[src/tvt_pkg.sv]
// Package with shared types, constants and tables for the twist vertex transform.
package tvt_pkg;

  localparam int CoordW = 17;
  localparam int RateW = 20;
  localparam int SumW = 35;
  localparam int DistW = 18;
  localparam int PhaseW = 32;
  localparam int CordW = 34;
  localparam int MaxStages = 32;
  localparam int TermW = 52;

  localparam logic [29:0] TurnScale = 30'd683565276;
  localparam logic signed [CordW-1:0] CordicGain = 34'sd652032874;
  localparam logic signed [CoordW-1:0] CoordMax = 17'sd65535;
  localparam logic signed [CoordW-1:0] CoordMin = -17'sd65536;

  typedef enum logic [1:0] {
    QuadZero  = 2'd0,
    QuadOne   = 2'd1,
    QuadTwo   = 2'd2,
    QuadThree = 2'd3
  } quad_e;

  typedef struct packed {
    logic signed [CordW-1:0] cx;
    logic signed [CordW-1:0] sy;
    logic signed [PhaseW:0]  resid;
  } cordic_t;

  typedef struct packed {
    logic signed [CoordW-1:0] x;
    logic signed [CoordW-1:0] y;
    quad_e                    quad;
  } vtx_t;

  function automatic logic [PhaseW-1:0] atan_turn(input int unsigned idx);
    logic [PhaseW-1:0] tab [MaxStages];
    tab = '{32'd536870912, 32'd316933406, 32'd167458907, 32'd85004756,
            32'd42667331, 32'd21354465, 32'd10679838, 32'd5340245,
            32'd2670163, 32'd1335087, 32'd667544, 32'd333772,
            32'd166886, 32'd83443, 32'd41722, 32'd20861,
            32'd10430, 32'd5215, 32'd2608, 32'd1304,
            32'd652, 32'd326, 32'd163, 32'd81,
            32'd41, 32'd20, 32'd10, 32'd5,
            32'd3, 32'd1, 32'd1, 32'd0};
    return tab[idx[4:0]];
  endfunction

endpackage

[src/tvt_sqrt_cell.sv]
// One digit step of the pipelined integer square root.
module tvt_sqrt_cell import tvt_pkg::*; (
  input  logic              clk_i,
  input  logic [SumW:0]     rem_i,
  input  logic [DistW-1:0]  root_i,
  input  logic [2*SumW-1:0] rad_i,
  input  vtx_t              vtx_i,
  input  logic              rev_i,
  output logic [SumW:0]     rem_o,
  output logic [DistW-1:0]  root_o,
  output logic [2*SumW-1:0] rad_o,
  output vtx_t              vtx_o,
  output logic              rev_o
);

  logic [SumW:0] rem_sh;
  logic [SumW:0] trial;

  assign rem_sh = {rem_i[SumW-2:0], rad_i[2*SumW-1 -: 2]};
  assign trial = {{(SumW+1-DistW-2){1'b0}}, root_i, 2'b01};

  always_ff @(posedge clk_i) begin
    if (rem_sh >= trial) begin
      rem_o <= rem_sh - trial;
      root_o <= {root_i[DistW-2:0], 1'b1};
    end else begin
      rem_o <= rem_sh;
      root_o <= {root_i[DistW-2:0], 1'b0};
    end
    rad_o <= {rad_i[2*SumW-3:0], 2'b00};
    vtx_o <= vtx_i;
    rev_o <= rev_i;
  end

endmodule

[config.mk]
export PLATFORM = sky130hd
export DESIGN_NAME = tvt_sqrt_cell
export DESIGN_NICKNAME = d
export VERILOG_FILES = /design/src/tvt_pkg.sv /design/src/tvt_sqrt_cell.sv
export SDC_FILE = /design/constraint.sdc
export NUM_CORES = 1
export LEC_CHECK = 0
export BUFFER_PORTS_ARGS = -buffer_cell sky130_fd_sc_hd__buf_2
export CORE_AREA = 2 2 125 127
export DETAILED_ROUTE_END_ITERATION = 10
export DIE_AREA = 0 0 127 129
export HOLD_SLACK_MARGIN = 0.1
export PLACE_DENSITY = 0.68
export SLEW_MARGIN = 30
export SYNTH_ARGS = -nofsm -noshare
export SYNTH_HDL_FRONTEND = slang
export SYNTH_SLANG_ARGS = --single-unit
[constraint.sdc]
create_clock -name clk_i -period 2.54 [get_ports clk_i]
set_clock_uncertainty 0.2 [all_clocks]
set_input_delay 0 -clock clk_i [delete_from_list [all_inputs] [get_ports clk_i]]
set_output_delay 0 -clock clk_i [all_outputs]
set_load 0.02 [all_outputs]
==> results of run 1 <==
[through the flow]
step           worst slack, ps  area, um^2  hold WS [ps]  utilization [%]
2_1_floorplan            -58.0        4970          -172                -
3_3_place_gp              -183        7100         -98.0             47.4
3_5_place_dp              -218        7100         -96.3             47.4
[cells by family after synthesis]
| group | Yosys count |
|---|---|
| AO/OA/AOI/OAI | 83 |
| XOR/XNOR | 31 |
| adder cells (fa/ha/maj) | 20 |
| buffers and inverters | 33 |
| flip-flops | 159 |
| multiplexers | 4 |
| other | 1 |
| AND/OR/NAND/NOR | 110 |
==> results.ini, run 1 <==
[outcome]
outcome=aborted with a tool error
stop_stage=clock tree synthesis (4_1_cts)
error_line=[ERROR RSZ-0060] Max buffer count reached.

[place]
io_buffer_count=318
post-dp-hpwl_um=12500
gp_congestion=0.877
dpl.cell_count=983

[yosys]
synth_top_area_share_pct=64.1
synth.distinct_cells=48
syn_avg_cell_area_um2=11.3
synthAdderAreaFrac_pct=5.04
synth-simple-area-share_pct=11.3
yosys_warnings=0
synth.area.top_cells=dfxtp_1 (64%), ha_1 (5.0%), xnor2_1 (4.4%), a21oi_1 (3.7%), nor2_1 (2.6%)
async_flop_share_pct=0
syn_inst=441
synth.most_common_cell=dfxtp_1
synth_ff_type=dfxtp_1
synth_commonest_cells=dfxtp_1 (159), a21oi_1 (37), nor2_1 (34), xnor2_1 (25), inv_1 (21)
synth_top_cell_by_area=dfxtp_1
synthMuxAreaShare_pct=0.857
synth_edf_count=0
synth_top_family_by_area=simple AND/OR/NAND/NOR gates
synth_compound_area_share_pct=10.4
synth_xor_area_share_pct=5.47
synth_seq_cells=159
synthesis.area_um2=4960
ys_seq_area_share_pct=64.1

[clocking]
cts_setup_buffers=0
hold_buffers=204
numCtsBuffers=17
cts-root-buf=clkbuf_16
cts_resized=0
cts-htree-levels=4
cts.sinks=159
cts_buffer_depth=2

[floorplanning]
num_rows=45
fp.dieH_um=129
initial_utilization_pct=33.1
die_w_um=127
ioPinCount=323

==> run 2, diff against run 1 <==
- HOLD_SLACK_MARGIN: 0.1 -> default
- PLACE_DENSITY: 0.68 -> default
- PLACE_DENSITY_LB_ADDON: default -> 0.15
- clock period: 2.54 -> 3.3 ns (I/O delays scaled with it)
==> run 2 against run 1 <==
Synthesized area unchanged. The flow now finishes without violations. Synthesized cell count unchanged.
==> results.ini, run 2 <==
[outcome]
outcome=completed

[yosys]
synth_commonest_cells=dfxtp_1 (159), a21oi_1 (37), nor2_1 (34), xnor2_1 (25), inv_1 (21)
yosys_warnings=0
synth_ff_type=dfxtp_1
synth_edf_count=0
synth.most_common_cell=dfxtp_1
ys_seq_area_share_pct=64.1
syn_avg_cell_area_um2=11.3
async_flop_share_pct=0
synth_top_area_share_pct=64.1
synth.distinct_cells=48
synth_top_cell_by_area=dfxtp_1
synthesis.area_um2=4960
synth.area.top_cells=dfxtp_1 (64%), ha_1 (5.0%), xnor2_1 (4.4%), a21oi_1 (3.7%), nor2_1 (2.6%)
syn_inst=441
synth_seq_cells=159

[timing]
max_clock_freq_mhz=326
fin_crit_ps=3070
maxSlewViolCount=0
finalHoldViolCount=0
max_slew_margin_pct=56.9
whs_ps=17.6
min_period_over_period_pct=93.0
worst_slew_pin_slew_ps=640
finalSetupTns_ps=0
rsz0062_at_grt=no
setup_viol=0

[finish]
fill_cells=1215
finalNonFillerCells=1137
area_delta_synth_final_pct=82.2
layout_common_cells=buf_2 (318), dlygate4sd3_1 (161), dfxtp_1 (159)
multiInputGateArea_um2=1650
layout.cells.most_common=buf_2
drive_gt1_share_pct=38.1
seq_area_um2=3180
largest_reg_flops=68
num_antenna_cells=0
largest_register=rad_o
layout.nets=1119
top_regs=rad_o x68, rem_o x36, vtx_o x36

[worst_setup_path]
cp.arrival_ps=3180
cp-startpoint=rem_i[15]
required_ps=3410
critPathCaptureType=flop
setup.worst_path.start_class=input port
critPathMaxFanout=7
critPathKind=in -> reg
endpoint=rem_o[23]$_DFF_P_

[worst_hold_path]
hp-class=in -> reg

[clocking]
path_clk_slew_ps=70
cts-htree-levels=4
cts-root-buf=clkbuf_16
cts_tree=done
numCtsBuffers=17
cts.sinks=159
cts_setup_buffers=0
cts_buffer_depth=2

[floorplanning]
dieArea_um2=16400
coreArea_um2=15000
die_w_um=127
num_rows=45
fp.dieH_um=129
initial_utilization_pct=33.1
ioPinCount=323

[power_and_ir_drop]
p_leak_nw=4.37
power_density_nw_per_um2=560
vdd_ir_drop_max_uv=300

[detailed_routing]
route.detailed.drc=0
wirelength_um=17100
firstDrtPassIters=5
vias=5050
drt-initial-drc-count=186
postRouteAntennaNets=0
via_per_inst=4.44
post_drt_wl_per_cell_um=15.0

[place]
post-dp-hpwl_um=11300
gp_congestion=0.824
dpl.cell_count=945
io_buffer_count=318

[grt]
use_met1_pct=21.9
antenna_found_initial=0
grt_usage_pct=20.4
grt_pass1_wl_um=26200
overflow=0
grtUsageMet3_pct=6.03
grt_pass1_vias=5213
grt-busiest-layer=met2
grt_use_met2_pct=37.6
grt_max_degree=26

[flow_run]
maxCapViolations=0

## run 2: cell counts after synthesis
Identical to the previous run, type by type.
## run 2: report_power, final
part           leakage [nW]  switching (mW)  internal [mW]
Combinational          2.73           0.489          0.416
Sequential             1.34          0.0363           2.06
Clock                 0.297           0.844           1.22
## run 2: how the worst min path moves through the flow
stage | start | endpoint | slack [ps] | depth (start not counted)
floorplan | rad_i[8] | rad_o[10]$_DFF_P_ | -170 | 0
global placement | rad_i[22] | rad_o[24]$_DFF_P_ | -100 | 1
detailed placement | vtx_i[32] | vtx_o[32]$_DFF_P_ | -100 | 1
CTS | rad_i[40] | rad_o[42]$_DFF_P_ | 1 | 2
global route | vtx_i[17] | vtx_o[17]$_DFF_P_ | 5 | 2
finish | vtx_i[34] | vtx_o[34]$_DFF_P_ | 20 | 2
## run 2: metrics by stage
stage                     setup slack, ps  area [um^2]  power, mW  utilization [%]
final                                 231         9040       5.07             60.4
after global routing                 39.4         9040       5.26             60.4
after CTS                             201         9040       5.09             60.4
after detailed placement              317         6810       2.88             45.4
after global placement                404         6810       2.88             45.4
after floorplan                       625         4970       2.57                -
## run 2: layer usage
| layer | routed length [um] | share of wire (%) |
|---|---|---|
| met3 | 1200 | 7.0 |
| met5 | 0 | 0 |
| met4 | 414 | 2.4 |
| met2 | 8870 | 52 |
| met1 | 6580 | 39 |
## run 2: kinds of logic after synthesis
logic type               count (synthesis)  synth area share, %
flip-flops                             159                 64.1
AND/OR/NAND/NOR                        110                 11.3
AO/OA/AOI/OAI                           83                 10.4
buffers and inverters                   33                 2.72
XOR/XNOR                                31                 5.47
adder cells (fa/ha/maj)                 20                 5.04
multiplexers                             4                0.857
other                                    1               0.0756
## run 2: layout make-up
| cell class | count | share of cell area, % |
|---|---|---|
| Timing Repair Buffer | 488 | 36.2 |
| Sequential cell | 159 | 35.2 |
| Multi-Input combinational cell | 250 | 18.2 |
| Clock buffer | 17 | 4.71 |
| Tap cell | 188 | 2.60 |
| Clock inverter | 14 | 2.20 |
| Inverter | 21 | 0.872 |
## run 2: worst max-delay path, stage by stage
cell	delay, ps
dlygate4sd3_1	540
buf_2	130
ha_1	400
nand4_1	230
or3_1	460
nor4_1	320
buf_4	190
nor4_4	60
a2111oi_0	430
buf_4	190
nand3_1	80
xnor2_1	140
## run 2: what timing repair did
action                                 CTS  global route
gates resized for setup                  0             0
hold buffers                           161             0
endpoints found under the hold margin  158             0
(Power assumes the default switching activity.)
