### src/tvt_pkg.sv
// Package with shared types, constants and tables for the twist vertex transform.
package tvt_pkg;

  localparam int CoordW = 17;
  localparam int RateW = 20;
  localparam int SumW = 35;
  localparam int DistW = 18;
  localparam int PhaseW = 32;
  localparam int CordW = 34;
  localparam int MaxStages = 32;
  localparam int TermW = 52;

  localparam logic [29:0] TurnScale = 30'd683565276;
  localparam logic signed [CordW-1:0] CordicGain = 34'sd652032874;
  localparam logic signed [CoordW-1:0] CoordMax = 17'sd65535;
  localparam logic signed [CoordW-1:0] CoordMin = -17'sd65536;

  typedef enum logic [1:0] {
    QuadZero  = 2'd0,
    QuadOne   = 2'd1,
    QuadTwo   = 2'd2,
    QuadThree = 2'd3
  } quad_e;

  typedef struct packed {
    logic signed [CordW-1:0] cx;
    logic signed [CordW-1:0] sy;
    logic signed [PhaseW:0]  resid;
  } cordic_t;

  typedef struct packed {
    logic signed [CoordW-1:0] x;
    logic signed [CoordW-1:0] y;
    quad_e                    quad;
  } vtx_t;

  function automatic logic [PhaseW-1:0] atan_turn(input int unsigned idx);
    logic [PhaseW-1:0] tab [MaxStages];
    tab = '{32'd536870912, 32'd316933406, 32'd167458907, 32'd85004756,
            32'd42667331, 32'd21354465, 32'd10679838, 32'd5340245,
            32'd2670163, 32'd1335087, 32'd667544, 32'd333772,
            32'd166886, 32'd83443, 32'd41722, 32'd20861,
            32'd10430, 32'd5215, 32'd2608, 32'd1304,
            32'd652, 32'd326, 32'd163, 32'd81,
            32'd41, 32'd20, 32'd10, 32'd5,
            32'd3, 32'd1, 32'd1, 32'd0};
    return tab[idx[4:0]];
  endfunction

endpackage

### src/tvt_cordic_cell.sv
// One rotation step of the CORDIC chain that carries the vertex along.
module tvt_cordic_cell import tvt_pkg::*; #(
  parameter int unsigned Step = 0
) (
  input  logic    clk_i,
  input  cordic_t cor_i,
  input  vtx_t    vtx_i,
  output cordic_t cor_o,
  output vtx_t    vtx_o
);

  logic signed [CordW-1:0] dx;
  logic signed [CordW-1:0] dy;
  logic signed [PhaseW:0]  ang;

  assign dx = cor_i.sy >>> Step;
  assign dy = cor_i.cx >>> Step;
  assign ang = $signed({1'b0, atan_turn(Step)});

  always_ff @(posedge clk_i) begin
    if (!cor_i.resid[PhaseW]) begin
      cor_o.cx <= cor_i.cx - dx;
      cor_o.sy <= cor_i.sy + dy;
      cor_o.resid <= cor_i.resid - ang;
    end else begin
      cor_o.cx <= cor_i.cx + dx;
      cor_o.sy <= cor_i.sy - dy;
      cor_o.resid <= cor_i.resid + ang;
    end
    vtx_o <= vtx_i;
  end

endmodule

### config.mk
export PLATFORM = sky130hd
export DESIGN_NAME = tvt_cordic_cell
export DESIGN_NICKNAME = d
export VERILOG_FILES = /design/src/tvt_pkg.sv /design/src/tvt_cordic_cell.sv
export SDC_FILE = /design/constraint.sdc
export NUM_CORES = 1
export LEC_CHECK = 0
export ABC_AREA = 1
export ABC_CLOCK_PERIOD_IN_PS = 1760
export BUFFER_PORTS_ARGS = -buffer_cell sky130_fd_sc_hd__buf_2
export CORE_MARGIN = 2
export CORE_UTILIZATION = 54
export CTS_CLUSTER_DIAMETER = 150
export DETAILED_ROUTE_END_ITERATION = 10
export HOLD_SLACK_MARGIN = 0.03
export PLACE_DENSITY_LB_ADDON = 0.05
export SKIP_CTS_REPAIR_TIMING = 1
export SLEW_MARGIN = 30
export SYNTH_ARGS = -nofsm -noshare
export SYNTH_HDL_FRONTEND = slang
export SYNTH_SLANG_ARGS = --single-unit
export TNS_END_PERCENT = 100
### constraint.sdc
create_clock -name clk_i -period 1.76 [get_ports clk_i]
set_input_delay 0.088 -clock clk_i [delete_from_list [all_inputs] [get_ports clk_i]]
set_output_delay 0.088 -clock clk_i [all_outputs]
set_load 0.01 [all_outputs]
==> results of run 1 <==
## stage by stage
stage	area, µm²	setup WS (ns)
after floorplan	10000	0.132
after global placement	13600	-0.515
after CTS	14200	-0.153
after detailed placement	13600	-0.524
## cells by family after synthesis
family	Yosys count	synth area share
adders and majority gates	105	0.134
buffers and inverters	289	0.114
and+or+nand+nor	789	0.326
DFF	136	0.272
xor gates and xnor gates	25	0.0219
AOI/OAI and AO/OA	248	0.132
## per-layer routing
metal | GRT overflow | global-route usage
met2 | 2 | 0.892
met1 | 0 | 0.747
met3 | 0 | 0.620
met4 | 2 | 0.643
met5 | 0 | 0.474
## Yosys cell counts (2+ instances only)
library cell               instances
sky130_fd_sc_hd__a21boi_0          3
sky130_fd_sc_hd__inv_1           242
sky130_fd_sc_hd__nor2_1          128
sky130_fd_sc_hd__a21oi_1         117
sky130_fd_sc_hd__dfxtp_1         136
sky130_fd_sc_hd__inv_2             3
sky130_fd_sc_hd__xor2_1           25
sky130_fd_sc_hd__buf_2            22
sky130_fd_sc_hd__o211ai_1          3
sky130_fd_sc_hd__buf_4             7
sky130_fd_sc_hd__nand3_1         161
sky130_fd_sc_hd__and2_1            2
sky130_fd_sc_hd__fa_1              4
sky130_fd_sc_hd__o21bai_1         14
sky130_fd_sc_hd__ha_1            101
sky130_fd_sc_hd__a31oi_1           2
sky130_fd_sc_hd__nand3b_1          3
sky130_fd_sc_hd__o21ai_0          88
sky130_fd_sc_hd__nor3_1           13
sky130_fd_sc_hd__nand4_1          12
sky130_fd_sc_hd__o21ai_1           9
sky130_fd_sc_hd__clkbuf_1          8
sky130_fd_sc_hd__nand2_1         457
sky130_fd_sc_hd__or2_2             3
sky130_fd_sc_hd__a21o_1            3
sky130_fd_sc_hd__buf_1             6
sky130_fd_sc_hd__o22ai_1           5
sky130_fd_sc_hd__nor4_1            3
sky130_fd_sc_hd__nor2_2            4
==> Flow_metrics.wiki, run 1 <==
{| class="wikitable"
! Metric !! Value
|-
| Cell Count Post-Placement || 2337
|-
| Error that ended the run || [ERROR GRT-0232] Routing congestion too high. Check the congestion heatmap in the GUI.
|-
| Placed wire-length estimate after detailed placement || 34.7 mm
|-
| CTS sink cnt || 136
|-
| Rows || 49
|-
| Per-instance average area after synthesis || 6.29 µm²
|-
| Initial antenna violation count || 16
|-
| Number of input and output port buffers inserted || 274
|-
| Cell count after synthesis || 1592
|-
| Initial core utilization || 0.553
|-
| Pin count of the biggest net entering global routing || 41
|-
| Number of unique standard cell types used by synthesis || 37
|-
| Placer's final routability congestion estimate || 1.03
|-
| Longest Clk Path Bufs || 2
|-
| Top-Level Pins || 275
|-
| Stop stage || global routing
|-
| Most used flip-flop cell after synthesis || sky130_fd_sc_hd__dfxtp_1
|-
| Post-synthesis cell area || 10000 µm²
|-
| Overflow left after global routing || 4
|-
| Total clock buffers created by CTS || 17
|-
| CTS Root Buffer Type || sky130_fd_sc_hd__clkbuf_16
|-
| Pin category terminating the worst setup path after the last repair || sequential cell input
|-
| Sequential cell area fraction in the yosys report || 0.272
|-
| Maximum level of the CTS H-tree || 4
|-
| Largest cells by area after synthesis || sky130_fd_sc_hd__dfxtp_1, sky130_fd_sc_hd__nand2_1, sky130_fd_sc_hd__ha_1
|-
| Fraction of synthesized cell area taken by the top area cell type || 0.272
|-
| Critical endpoint after global-route timing repair || cor_o[100]$_DFF_P_/D
|-
| Die W || 140 µm
|-
| Vertical die dimension || 140 µm
|-
| Number of enable-type register cells in the synthesized netlist || 0
|-
| Synthesis Warnings || 0
|-
| Net count of the mapped netlist || 1835
|-
| Number of synthesized register bits || 136
|-
| Post-synthesis async set-or-reset flop share || 0
|-
| Dominant cell type by area after synthesis || sky130_fd_sc_hd__dfxtp_1
|-
| Run status || stopped before the end
|-
| Overall global routing resource usage || 0.738
|}
==> inputs of run 2 (changes only) <==
- CORE_UTILIZATION: 54 -> 40
- CTS_CLUSTER_DIAMETER: 150 -> not set
- HOLD_SLACK_MARGIN: 0.03 -> not set
- PLACE_DENSITY_LB_ADDON: 0.05 -> 0.15
==> Flow_metrics.wiki, run 2 <==
{| class="wikitable"
! Metric !! Value
|-
| Required time of the critical path || 2.08 ns
|-
| Initial core utilization || 0.409
|-
| Final critical-path share of the clock period || 0.936
|-
| Net count of the mapped netlist || 1835
|-
| Per-cell routed wire length || 16.5 µm
|-
| Pin count of the biggest net entering global routing || 62
|-
| Max-slew headroom || 0.684
|-
| Setup repair after global routing missed its margin || true
|-
| Critical Path Sink || cor_o[92]
|-
| Core area || 24500 µm²
|-
| Routed WL || 42.0 mm
|-
| # nets final || 2454
|-
| Remaining design rule violation count || 0
|-
| Sequential cell area fraction in the yosys report || 0.272
|-
| Rows || 57
|-
| Combined area of the multi-input logic cells || 6270 µm²
|-
| Largest cells by area after synthesis || sky130_fd_sc_hd__dfxtp_1, sky130_fd_sc_hd__nand2_1, sky130_fd_sc_hd__ha_1
|-
| Post-synthesis async set-or-reset flop share || 0
|-
| Proportion of layout cells with a drive suffix above 1 || 0.296
|-
| # diodes || 0
|-
| Number of hold-slack violations in the final timing report || 0
|-
| Number of unique standard cell types used by synthesis || 37
|-
| Number of enable-type register cells in the synthesized netlist || 0
|-
| Count of TritonRoute iterations in the first routing pass || 5
|-
| Final Power || 11800 µW
|-
| CP max FO || 7
|-
| FMAX || 607 MHz
|-
| Final-report setup violation count || 0
|-
| Iteration-0 DRC Markers || 994
|-
| Power density of the placed cells || 772 nW/µm²
|-
| Number of synthesized register bits || 136
|-
| Number of input and output port buffers inserted || 274
|-
| Overflow left after global routing || 0
|-
| CTS sink cnt || 136
|-
| Cell count after synthesis || 1592
|-
| Most common cell on crit path || sky130_fd_sc_hd__nand2_1
|-
| Number of global-route vias before repair || 11700
|-
| VDD IR max || 0.730 mV
|-
| Worst slack, placed || -0.464 ns
|-
| Commonest cells after routing, fill and taps aside || sky130_fd_sc_hd__nand2_1, sky130_fd_sc_hd__buf_4, sky130_fd_sc_hd__buf_2, sky130_fd_sc_hd__inv_1, sky130_fd_sc_hd__nand3_1
|-
| Via/cell ratio || 4.91
|-
| CP Cell Sequence || buf_2, inv_1, ha_1, buf_4, nand2_1, o21ai_1, inv_1, nand2_1, nand2_1, nand2_1, nand2_1, nand2_1, nand2_1, nand3_1, nand2_1
|-
| Fraction of synthesized cell area taken by the top area cell type || 0.272
|-
| Total clock buffers created by CTS || 17
|-
| TritonCTS clock tree || yes
|-
| Critical Path Max Stage Delay || 0.33 ns
|-
| Final core area utilization || 0.624
|-
| Largest registers || cor_o x100, vtx_o x36
|-
| Post-synthesis cell area || 10000 µm²
|-
| Vias || 12500
|-
| Top-Level Pins || 275
|-
| Max-Cap Viols || 0
|-
| Run status || complete, no violations
|-
| Final critical-path setup slack || 0.112 ns
|-
| Maximum level of the CTS H-tree || 4
|-
| Most flop-heavy register || cor_o
|-
| Area of the die || 26300 µm²
|-
| Placed wire-length estimate after detailed placement || 34.1 mm
|-
| Setup TNS || 0 ns
|-
| Longest Clk Path Bufs || 2
|-
| Per-instance average area after synthesis || 6.29 µm²
|-
| Synthesis Warnings || 0
|-
| Vertical die dimension || 162 µm
|-
| Area Overhead vs Synth || 52.5%
|-
| Ranking of synthesized cells by instance count || sky130_fd_sc_hd__nand2_1, sky130_fd_sc_hd__inv_1, sky130_fd_sc_hd__nand3_1
|-
| Worst path slowest cell || sky130_fd_sc_hd__o21ai_1
|-
| Dominant cell type by area after synthesis || sky130_fd_sc_hd__dfxtp_1
|-
| Most used flip-flop cell after synthesis || sky130_fd_sc_hd__dfxtp_1
|-
| Leakage Power || 0.00842 µW
|-
| Most common cell after layout, fill and taps aside || sky130_fd_sc_hd__nand2_1
|-
| Global-route wire length before repair || 62.3 mm
|-
| Placer's final routability congestion estimate || 0.970
|-
| Combined flip-flop and latch cell area || 2720 µm²
|-
| Clock-pin slew on the worst setup and hold paths || 0.08 ns
|-
| Transition at the pin with the smallest max-transition slack || 0.469 ns
|-
| Critical Setup Path Class || in -> reg
|-
| Path type of the worst min-delay path || in -> reg
|-
| Flip-flop count of the largest register, all copies and words added || 100
|-
| Initial antenna violation count || 1
|-
| Kind of end point of the critical path || register
|-
| Max-slew violation count || 0
|-
| Dominant cell by count in the synthesized netlist || sky130_fd_sc_hd__nand2_1
|-
| Data arrival time at the worst-slack endpoint || 1.97 ns
|-
| Final critical-path required period || 1.65 ns
|-
| FILL cells || 2336
|-
| Die W || 162 µm
|-
| CTS Root Buffer Type || sky130_fd_sc_hd__clkbuf_16
|-
| Number of nets with antenna violations after routing || 0
|-
| Crit. Startpoint || cor_i[40]
|-
| Element type at the critical path start || primary input
|-
| Overall global routing resource usage || 0.307
|}
==> run 2: cell counts after synthesis <==
No cell type changed its count.
==> run 2: cell type report <==
type                            count  share of cell area
Sequential cell                   136               0.178
Multi-Input combinational cell   1167               0.411
Clock buffer                       17              0.0279
Clock inverter                     15              0.0117
Tap cell                          324              0.0266
Timing Repair Buffer              644               0.285
Inverter                          245              0.0602
==> run 2: worst min path at each step <==
stage	startpoint	end	cells past startpoint
after floorplan	cor_i[0]	cor_o[0]	0
after global placement	vtx_i[7]	vtx_o[7]	1
after detailed placement	vtx_i[5]	vtx_o[5]	1
after CTS	vtx_i[7]	vtx_o[7]	1
after global routing	cor_i[66]	cor_o[66]	5
final	cor_i[34]	cor_o[68]	3
==> run 2: worst max-delay path, delay by kind of cell <==
| kind | cells | cell delay (ns) |
|---|---|---|
| compound gates | 1 | 0.33 |
| fa+ha+maj | 1 | 0.31 |
| buf+inv | 4 | 0.41 |
| simple gates | 9 | 0.82 |
==> run 2: per-stage QoR <==
stage	instances	cell area [µm²]	hold WS, ns
after floorplan	1592	10000	0.116
after global placement	2446	13800	0.191
after detailed placement	2446	13800	0.192
after CTS	2478	14400	-0.262
after global routing	2548	15300	0.125
final	2548	15300	0.0859
==> run 2: logic make-up after synthesis <==
kind of cell             after synthesis  synth area share
AND/OR/NAND/NOR                      789             0.326
buffers and inverters                289             0.114
XOR/XNOR                              25            0.0219
AO/OA/AOI/OAI                        248             0.132
flip-flops                           136             0.272
adder cells (fa/ha/maj)              105             0.134
==> run 2: metal layers <==
| metal | share of wire | global-route usage | wire [µm] |
|---|---|---|---|
| met1 | 0.46 | 0.423 | 19300 |
| met4 | 0.020 | 0.0833 | 843 |
| met3 | 0.071 | 0.0419 | 3000 |
| met5 | 0 | 0 | 0 |
| met2 | 0.45 | 0.503 | 18900 |
==> run 2: power by group <==
group / internal, µW / switching (µW) / leakage [µW]
combinational: 1910 / 2510 / 0.00699
sequential: 3450 / 113 / 0.00115
clock: 1930 / 1880 / 0.000288
(Power assumes the default switching activity.)
==> inputs of run 3 (changes only) <==
- CORE_MARGIN: 2 -> 3
==> Flow_metrics.wiki, run 3 (synthesized netlist as in run 2, its figures left out) <==
{| class="wikitable"
! Metric !! Value
|-
| Area of the die || 27000 µm²
|-
| FILL cells || 2315
|-
| Iteration-0 DRC Markers || 789
|-
| Clock-pin slew on the worst setup and hold paths || 0.07 ns
|-
| Max-slew violation count || 0
|-
| Flip-flop count of the largest register, all copies and words added || 100
|-
| Vias || 12500
|-
| # diodes || 0
|-
| Number of global-route vias before repair || 11600
|-
| Hold Path Depth || 3
|-
| Total clock buffers created by CTS || 17
|-
| TritonCTS clock tree || yes
|-
| Largest registers || cor_o x100, vtx_o x36
|-
| Switching power as a share of total power || 0.366
|-
| Count of TritonRoute iterations in the first routing pass || 6
|-
| Most flop-heavy register || cor_o
|-
| Proportion of layout cells with a drive suffix above 1 || 0.297
|-
| Required time of the critical path || 2.08 ns
|-
| Internal portion of total power || 7440 µW
|-
| Launch instance of the worst min-delay path || cor_i[68]
|-
| Longest Clk Path Bufs || 2
|-
| Max-slew headroom || 0.640
|-
| Worst slack, placed || -0.391 ns
|-
| Via/cell ratio || 4.89
|-
| Placer's final routability congestion estimate || 0.963
|-
| CTS Root Buffer Type || sky130_fd_sc_hd__clkbuf_16
|-
| Remaining design rule violation count || 0
|-
| CP max FO || 3
|-
| Final critical-path share of the clock period || 0.941
|-
| FMAX || 604 MHz
|-
| Pin count of the biggest net entering global routing || 62
|-
| Most common cell on crit path || sky130_fd_sc_hd__nand2_1
|-
| Count of non-filler cells in the finished layout || 2554
|-
| Max-Cap Viols || 0
|-
| Rows || 57
|-
| Critical Path Max Stage Delay || 0.42 ns
|-
| Final-report setup violation count || 0
|-
| Path type of the worst min-delay path || in -> reg
|-
| Number of hold-slack violations in the final timing report || 0
|-
| Data arrival time at the worst-slack endpoint || 1.98 ns
|-
| Final critical-path setup slack || 0.104 ns
|-
| Most common cell after layout, fill and taps aside || sky130_fd_sc_hd__nand2_1
|-
| Overall global routing resource usage || 0.293
|-
| Number of nets with antenna violations after routing || 0
|-
| Setup repair after global routing missed its margin || false
|-
| Final critical-path required period || 1.66 ns
|-
| Placed wire-length estimate after detailed placement || 34.4 mm
|-
| Run status || complete, no violations
|-
| Share of power burned in the clock network || 0.318
|-
| # nets final || 2460
|-
| Core area || 24500 µm²
|-
| VDD IR max || 0.595 mV
|-
| Top-Level Pins || 275
|-
| Per-cell routed wire length || 16.4 µm
|-
| Seq pwr share || 0.303
|-
| Critical Setup Path Class || in -> reg
|-
| Overflow left after global routing || 0
|-
| Element type at the critical path start || primary input
|-
| Initial core utilization || 0.409
|-
| Relative contribution of combinational cells to total power || 0.379
|-
| Worst path slowest cell || sky130_fd_sc_hd__fa_1
|-
| Power density of the placed cells || 766 nW/µm²
|-
| Vertical die dimension || 164 µm
|-
| Maximum level of the CTS H-tree || 4
|-
| Setup TNS || 0 ns
|-
| Area Overhead vs Synth || 53.3%
|-
| Initial antenna violation count || 0
|-
| Kind of end point of the critical path || register
|-
| Leakage Power || 0.00845 µW
|-
| Global-route wire length before repair || 61.1 mm
|-
| Routed WL || 41.9 mm
|-
| Hold Path Sink || cor_o[34]
|-
| Final Power || 11700 µW
|-
| Number of input and output port buffers inserted || 274
|-
| Die W || 164 µm
|-
| Cell Count Post-Placement || 2452
|-
| Switch Pwr || 4300 µW
|-
| Transition at the pin with the smallest max-transition slack || 0.535 ns
|-
| Commonest cells after routing, fill and taps aside || sky130_fd_sc_hd__nand2_1, sky130_fd_sc_hd__buf_4, sky130_fd_sc_hd__buf_2, sky130_fd_sc_hd__inv_1, sky130_fd_sc_hd__nand3_1
|-
| CP Cell Sequence || buf_2, ha_1, fa_1, nand2_1, nand3_1, nand3_1, nand2_1, nand2_1, nand2_1, nand2_1, nand4_1, nand3_1, nand2_1
|-
| CTS sink cnt || 136
|}
-- run 3: changes by cell type in the layout (fill, tap and decap cells not counted), moves of 4 or more --
cell | previous run | this run
sky130_fd_sc_hd__a21oi_2 | 7 | 3
sky130_fd_sc_hd__clkinv_8 | 5 | 1
sky130_fd_sc_hd__a21oi_1 | 111 | 115
sky130_fd_sc_hd__buf_4 | 299 | 303
-- run 3: power groups by stage --
stage / Combinational [µW] / Sequential, µW / Clock, µW
finish: 4450 / 3560 / 3740
global route: 4880 / 3580 / 3900
CTS: 4210 / 3560 / 3800
detailed placement: 4190 / 3620 / 0
global placement: 4160 / 3620 / 0
floorplan: 1880 / 3810 / 0
-- run 3: per-layer routing --
layer  part of all wire  track usage  up-vias  routed length [µm]
met5                  0            0        -                   0
met4              0.016       0.0638        0                 685
met3              0.078       0.0517       39                3270
met2               0.46        0.491      484               19300
met1               0.45        0.395     5682               18700
li1                   -            -     6296                   -
-- run 3: through the flow --
step | hold slack (ns) | utilization | area (µm²)
after detailed placement | 0.192 | 0.569 | 13900
after global placement | 0.191 | 0.569 | 13900
final | 0.0951 | 0.627 | 15300
after floorplan | 0.116 | - | 10000
after global routing | 0.135 | 0.627 | 15300
after CTS | -0.252 | 0.593 | 14500
-- run 3: layout make-up --
cell class              count  area [µm²]  share of cell area
flip-flops and latches    136        2720               0.177
multi-input cells        1167        6290               0.410
clock buffers              18         439              0.0286
repair buffers            650        4420               0.288
clock inverters            14         155              0.0101
well taps                 324         405              0.0264
inverters                 245         920              0.0599
-- run 3: how the worst max path moves through the flow --
stage | endpoint | slack, ns | start
detailed placement | cor_o[100] | -0.39 | cor_i[45]
global route | cor_o[99] | 0.0003 | cor_i[67]
CTS | cor_o[66] | 0.03 | cor_i[45]
finish | cor_o[93] | 0.10 | cor_i[33]
floorplan | cor_o[65] | 0.13 | cor_i[33]
global placement | cor_o[66] | -0.34 | cor_i[45]
-- run 3: worst max-delay path, delay by kind of cell --
kind / cells / cell delay (ns)
simple gates: 10 / 1.13
fa+ha+maj: 2 / 0.64
buf+inv: 1 / 0.11
==> inputs of run 4 (changes only) <==
- ABC_AREA: 1 -> not set
- CORE_MARGIN: 3 -> not set
==> Flow_metrics.wiki, run 4 <==
{| class="wikitable"
! Metric !! Value
|-
| Internal portion of total power || 8140 µW
|-
| VDD IR max || 0.564 mV
|-
| Per-instance average area after synthesis || 8.28 µm²
|-
| Ranking of synthesized cells by instance count || sky130_fd_sc_hd__dfxtp_1, sky130_fd_sc_hd__a21oi_1, sky130_fd_sc_hd__inv_1
|-
| Via/cell ratio || 5.17
|-
| Sequential cell area fraction in the yosys report || 0.315
|-
| Initial antenna violation count || 0
|-
| FILL cells || 1602
|-
| Proportion of layout cells with a drive suffix above 1 || 0.476
|-
| Switch Pwr || 4270 µW
|-
| Power density of the placed cells || 812 nW/µm²
|-
| Synthesis Warnings || 0
|-
| Most flop-heavy register || cor_o
|-
| Critical Path Sink || cor_o[63]
|-
| Area Overhead vs Synth || 76.9%
|-
| Overall global routing resource usage || 0.294
|-
| Relative contribution of combinational cells to total power || 0.388
|-
| Largest registers || cor_o x100, vtx_o x36
|-
| Kind of end point of the critical path || register
|-
| Crit. Startpoint || cor_i[70]
|-
| Initial core utilization || 0.409
|-
| Number of enable-type register cells in the synthesized netlist || 0
|-
| Path type of the worst min-delay path || in -> reg
|-
| Remaining design rule violation count || 0
|-
| Transition at the pin with the smallest max-transition slack || 0.662 ns
|-
| Required time of the critical path || 2.08 ns
|-
| Seq pwr share || 0.295
|-
| Number of synthesized register bits || 136
|-
| Final core area utilization || 0.724
|-
| Number of nets with antenna violations after routing || 0
|-
| TritonCTS clock tree || yes
|-
| Fraction of synthesized cell area taken by the top area cell type || 0.315
|-
| Number of unique standard cell types used by synthesis || 70
|-
| Total clock buffers created by CTS || 17
|-
| Share of power burned in the clock network || 0.317
|-
| Global-route wire length before repair || 50.4 mm
|-
| # diodes || 0
|-
| Element type at the critical path start || primary input
|-
| Commonest cells after routing, fill and taps aside || sky130_fd_sc_hd__buf_4, sky130_fd_sc_hd__buf_2, sky130_fd_sc_hd__dfxtp_1, sky130_fd_sc_hd__inv_1, sky130_fd_sc_hd__a21oi_1
|-
| Rows || 53
|-
| Per-cell routed wire length || 18.3 µm
|-
| Setup repair after global routing missed its margin || true
|-
| Clock-pin slew on the worst setup and hold paths || 0.07 ns
|-
| Number of input and output port buffers inserted || 274
|-
| Final critical-path setup slack || -0.613 ns
|-
| Leakage Power || 0.00744 µW
|-
| Area post-placement || 13000 µm²
|-
| CTS sink cnt || 136
|-
| Critical Setup Path Class || in -> reg
|-
| Switching power as a share of total power || 0.344
|-
| Vertical die dimension || 149 µm
|-
| CP Cell Sequence || buf_2, buf_4, inv_1, ha_1, o21a_1, o31ai_4, a211o_1, o311a_4, o21ai_4, a21oi_4, o41ai_2, o31ai_2, xnor2_1
|-
| Area of the die || 22200 µm²
|-
| FMAX || 421 MHz
|-
| Overflow left after global routing || 0
|-
| Final critical-path share of the clock period || 1.35
|-
| Post-synthesis cell area || 8630 µm²
|-
| Final-report setup violation count || 50
|-
| Pin count of the biggest net entering global routing || 85
|-
| CTS Root Buffer Type || sky130_fd_sc_hd__clkbuf_16
|-
| Dominant cell type by area after synthesis || sky130_fd_sc_hd__dfxtp_1
|-
| Violations in the final reports || negative setup slack
|-
| Final cell area excluding filler cells || 15300 µm²
|-
| Min Hold Slack || 0.0173 ns
|-
| Most used flip-flop cell after synthesis || sky130_fd_sc_hd__dfxtp_1
|-
| Final critical-path required period || 2.37 ns
|-
| Net count of the mapped netlist || 1286
|-
| Routed WL || 36.9 mm
|-
| Iteration-0 DRC Markers || 726
|-
| Most common cell after layout, fill and taps aside || sky130_fd_sc_hd__buf_4
|-
| Max-slew headroom || 0.559
|-
| Vias || 10400
|-
| Max-Cap Viols || 0
|-
| Run status || finished, violations left
|-
| Max-slew violation count || 0
|-
| Critical Path Max Stage Delay || 0.41 ns
|-
| CP max FO || 4
|-
| Die W || 149 µm
|-
| Core area || 21100 µm²
|-
| Cell count after synthesis || 1043
|-
| Number of hold-slack violations in the final timing report || 0
|-
| Worst path slowest cell || sky130_fd_sc_hd__o311a_4
|-
| Placer's final routability congestion estimate || 0.943
|-
| Count of TritonRoute iterations in the first routing pass || 5
|-
| Number of global-route vias before repair || 9629
|-
| Post-synthesis async set-or-reset flop share || 0
|-
| Top-Level Pins || 275
|-
| Flip-flop count of the largest register, all copies and words added || 100
|-
| Placed wire-length estimate after detailed placement || 26.4 mm
|-
| Data arrival time at the worst-slack endpoint || 2.70 ns
|-
| Largest cells by area after synthesis || sky130_fd_sc_hd__dfxtp_1, sky130_fd_sc_hd__ha_1, sky130_fd_sc_hd__a21oi_1
|-
| Longest Clk Path Bufs || 2
|-
| Maximum level of the CTS H-tree || 4
|-
| Dominant cell by count in the synthesized netlist || sky130_fd_sc_hd__dfxtp_1
|-
| # nets final || 1976
|}
==> run 4: cell count changes in the layout (fill, tap and decap cells not counted), moves of 46 or more <==
cell                      delta
sky130_fd_sc_hd__nand3_1   -147
sky130_fd_sc_hd__xnor2_1    +58
sky130_fd_sc_hd__inv_1     -144
sky130_fd_sc_hd__o21ai_0    -46
sky130_fd_sc_hd__nor2_1     -51
sky130_fd_sc_hd__buf_4      +60
sky130_fd_sc_hd__nand2_1   -412
==> run 4: kinds of logic (layout without fill, tap and decap cells) <==
family,Yosys count,in the layout,share of synthesized area
buffers and inverters,156,858,0.0707
and+or+nand+nor,221,221,0.123
adders and majority gates,105,105,0.156
xor gates and xnor gates,66,66,0.0670
DFF,136,136,0.315
muxes,13,13,0.0151
AOI/OAI and AO/OA,346,346,0.253
==> run 4: worst min-delay path by stage <==
stage                     slack, ns    endpoint  startpoint  cells after the start
after floorplan                0.12    cor_o[0]    cor_i[0]                      0
after global routing           0.03  cor_o[100]   cor_i[66]                      3
after CTS                     -0.26    vtx_o[9]    vtx_i[9]                      1
after global placement         0.19   vtx_o[32]   vtx_i[32]                      1
after detailed placement       0.19   vtx_o[22]   vtx_i[22]                      1
final                          0.02  cor_o[100]   cor_i[66]                      3
==> run 4: final cells by class <==
cell class	instances	area, µm²	share of cell area
Sequential cell	136	2720	0.178
Tap cell	275	344	0.0225
Clock inverter	14	186	0.0122
Multi-Input combinational cell	751	6220	0.407
Timing Repair Buffer	715	4940	0.323
Clock buffer	17	425	0.0278
Inverter	112	443	0.0290
==> run 4: power by group through the flow <==
stage          clock network, µW  logic [µW]  registers, µW
2_1_floorplan                  0        1750           3970
3_3_place_gp                   0        4140           3710
3_5_place_dp                   0        4150           3720
4_1_cts                     3950        4190           3650
5_1_grt                     4080        5140           3700
6_report                    3930        4810           3670
==> run 4: routing by layer <==
metal | vias up | GRT usage | wire length (µm)
li1 | 5010 | - | -
met1 | 4945 | 0.360 | 15400
met2 | 399 | 0.504 | 18300
met3 | 85 | 0.0523 | 2080
met4 | 0 | 0.125 | 1190
met5 | - | 0 | 0
==> run 4: stage by stage <==
step	instances	worst slack, ns	power, µW	setup TNS [ns]
final	2020	-0.613	12400	-16.44
after global routing	2020	-0.716	12900	-20.38
after CTS	1929	-0.559	11800	-18.29
after detailed placement	1898	-0.956	7870	-41.44
after global placement	1898	-0.952	7850	-41.18
after floorplan	1043	-0.526	5720	-12.28
==> run 4: critical path, delay by kind of cell <==
family | cells | cell delay [ns]
xor gates and xnor gates | 1 | 0.13
AOI/OAI and AO/OA | 8 | 1.79
adders and majority gates | 1 | 0.31
buffers and inverters | 3 | 0.35
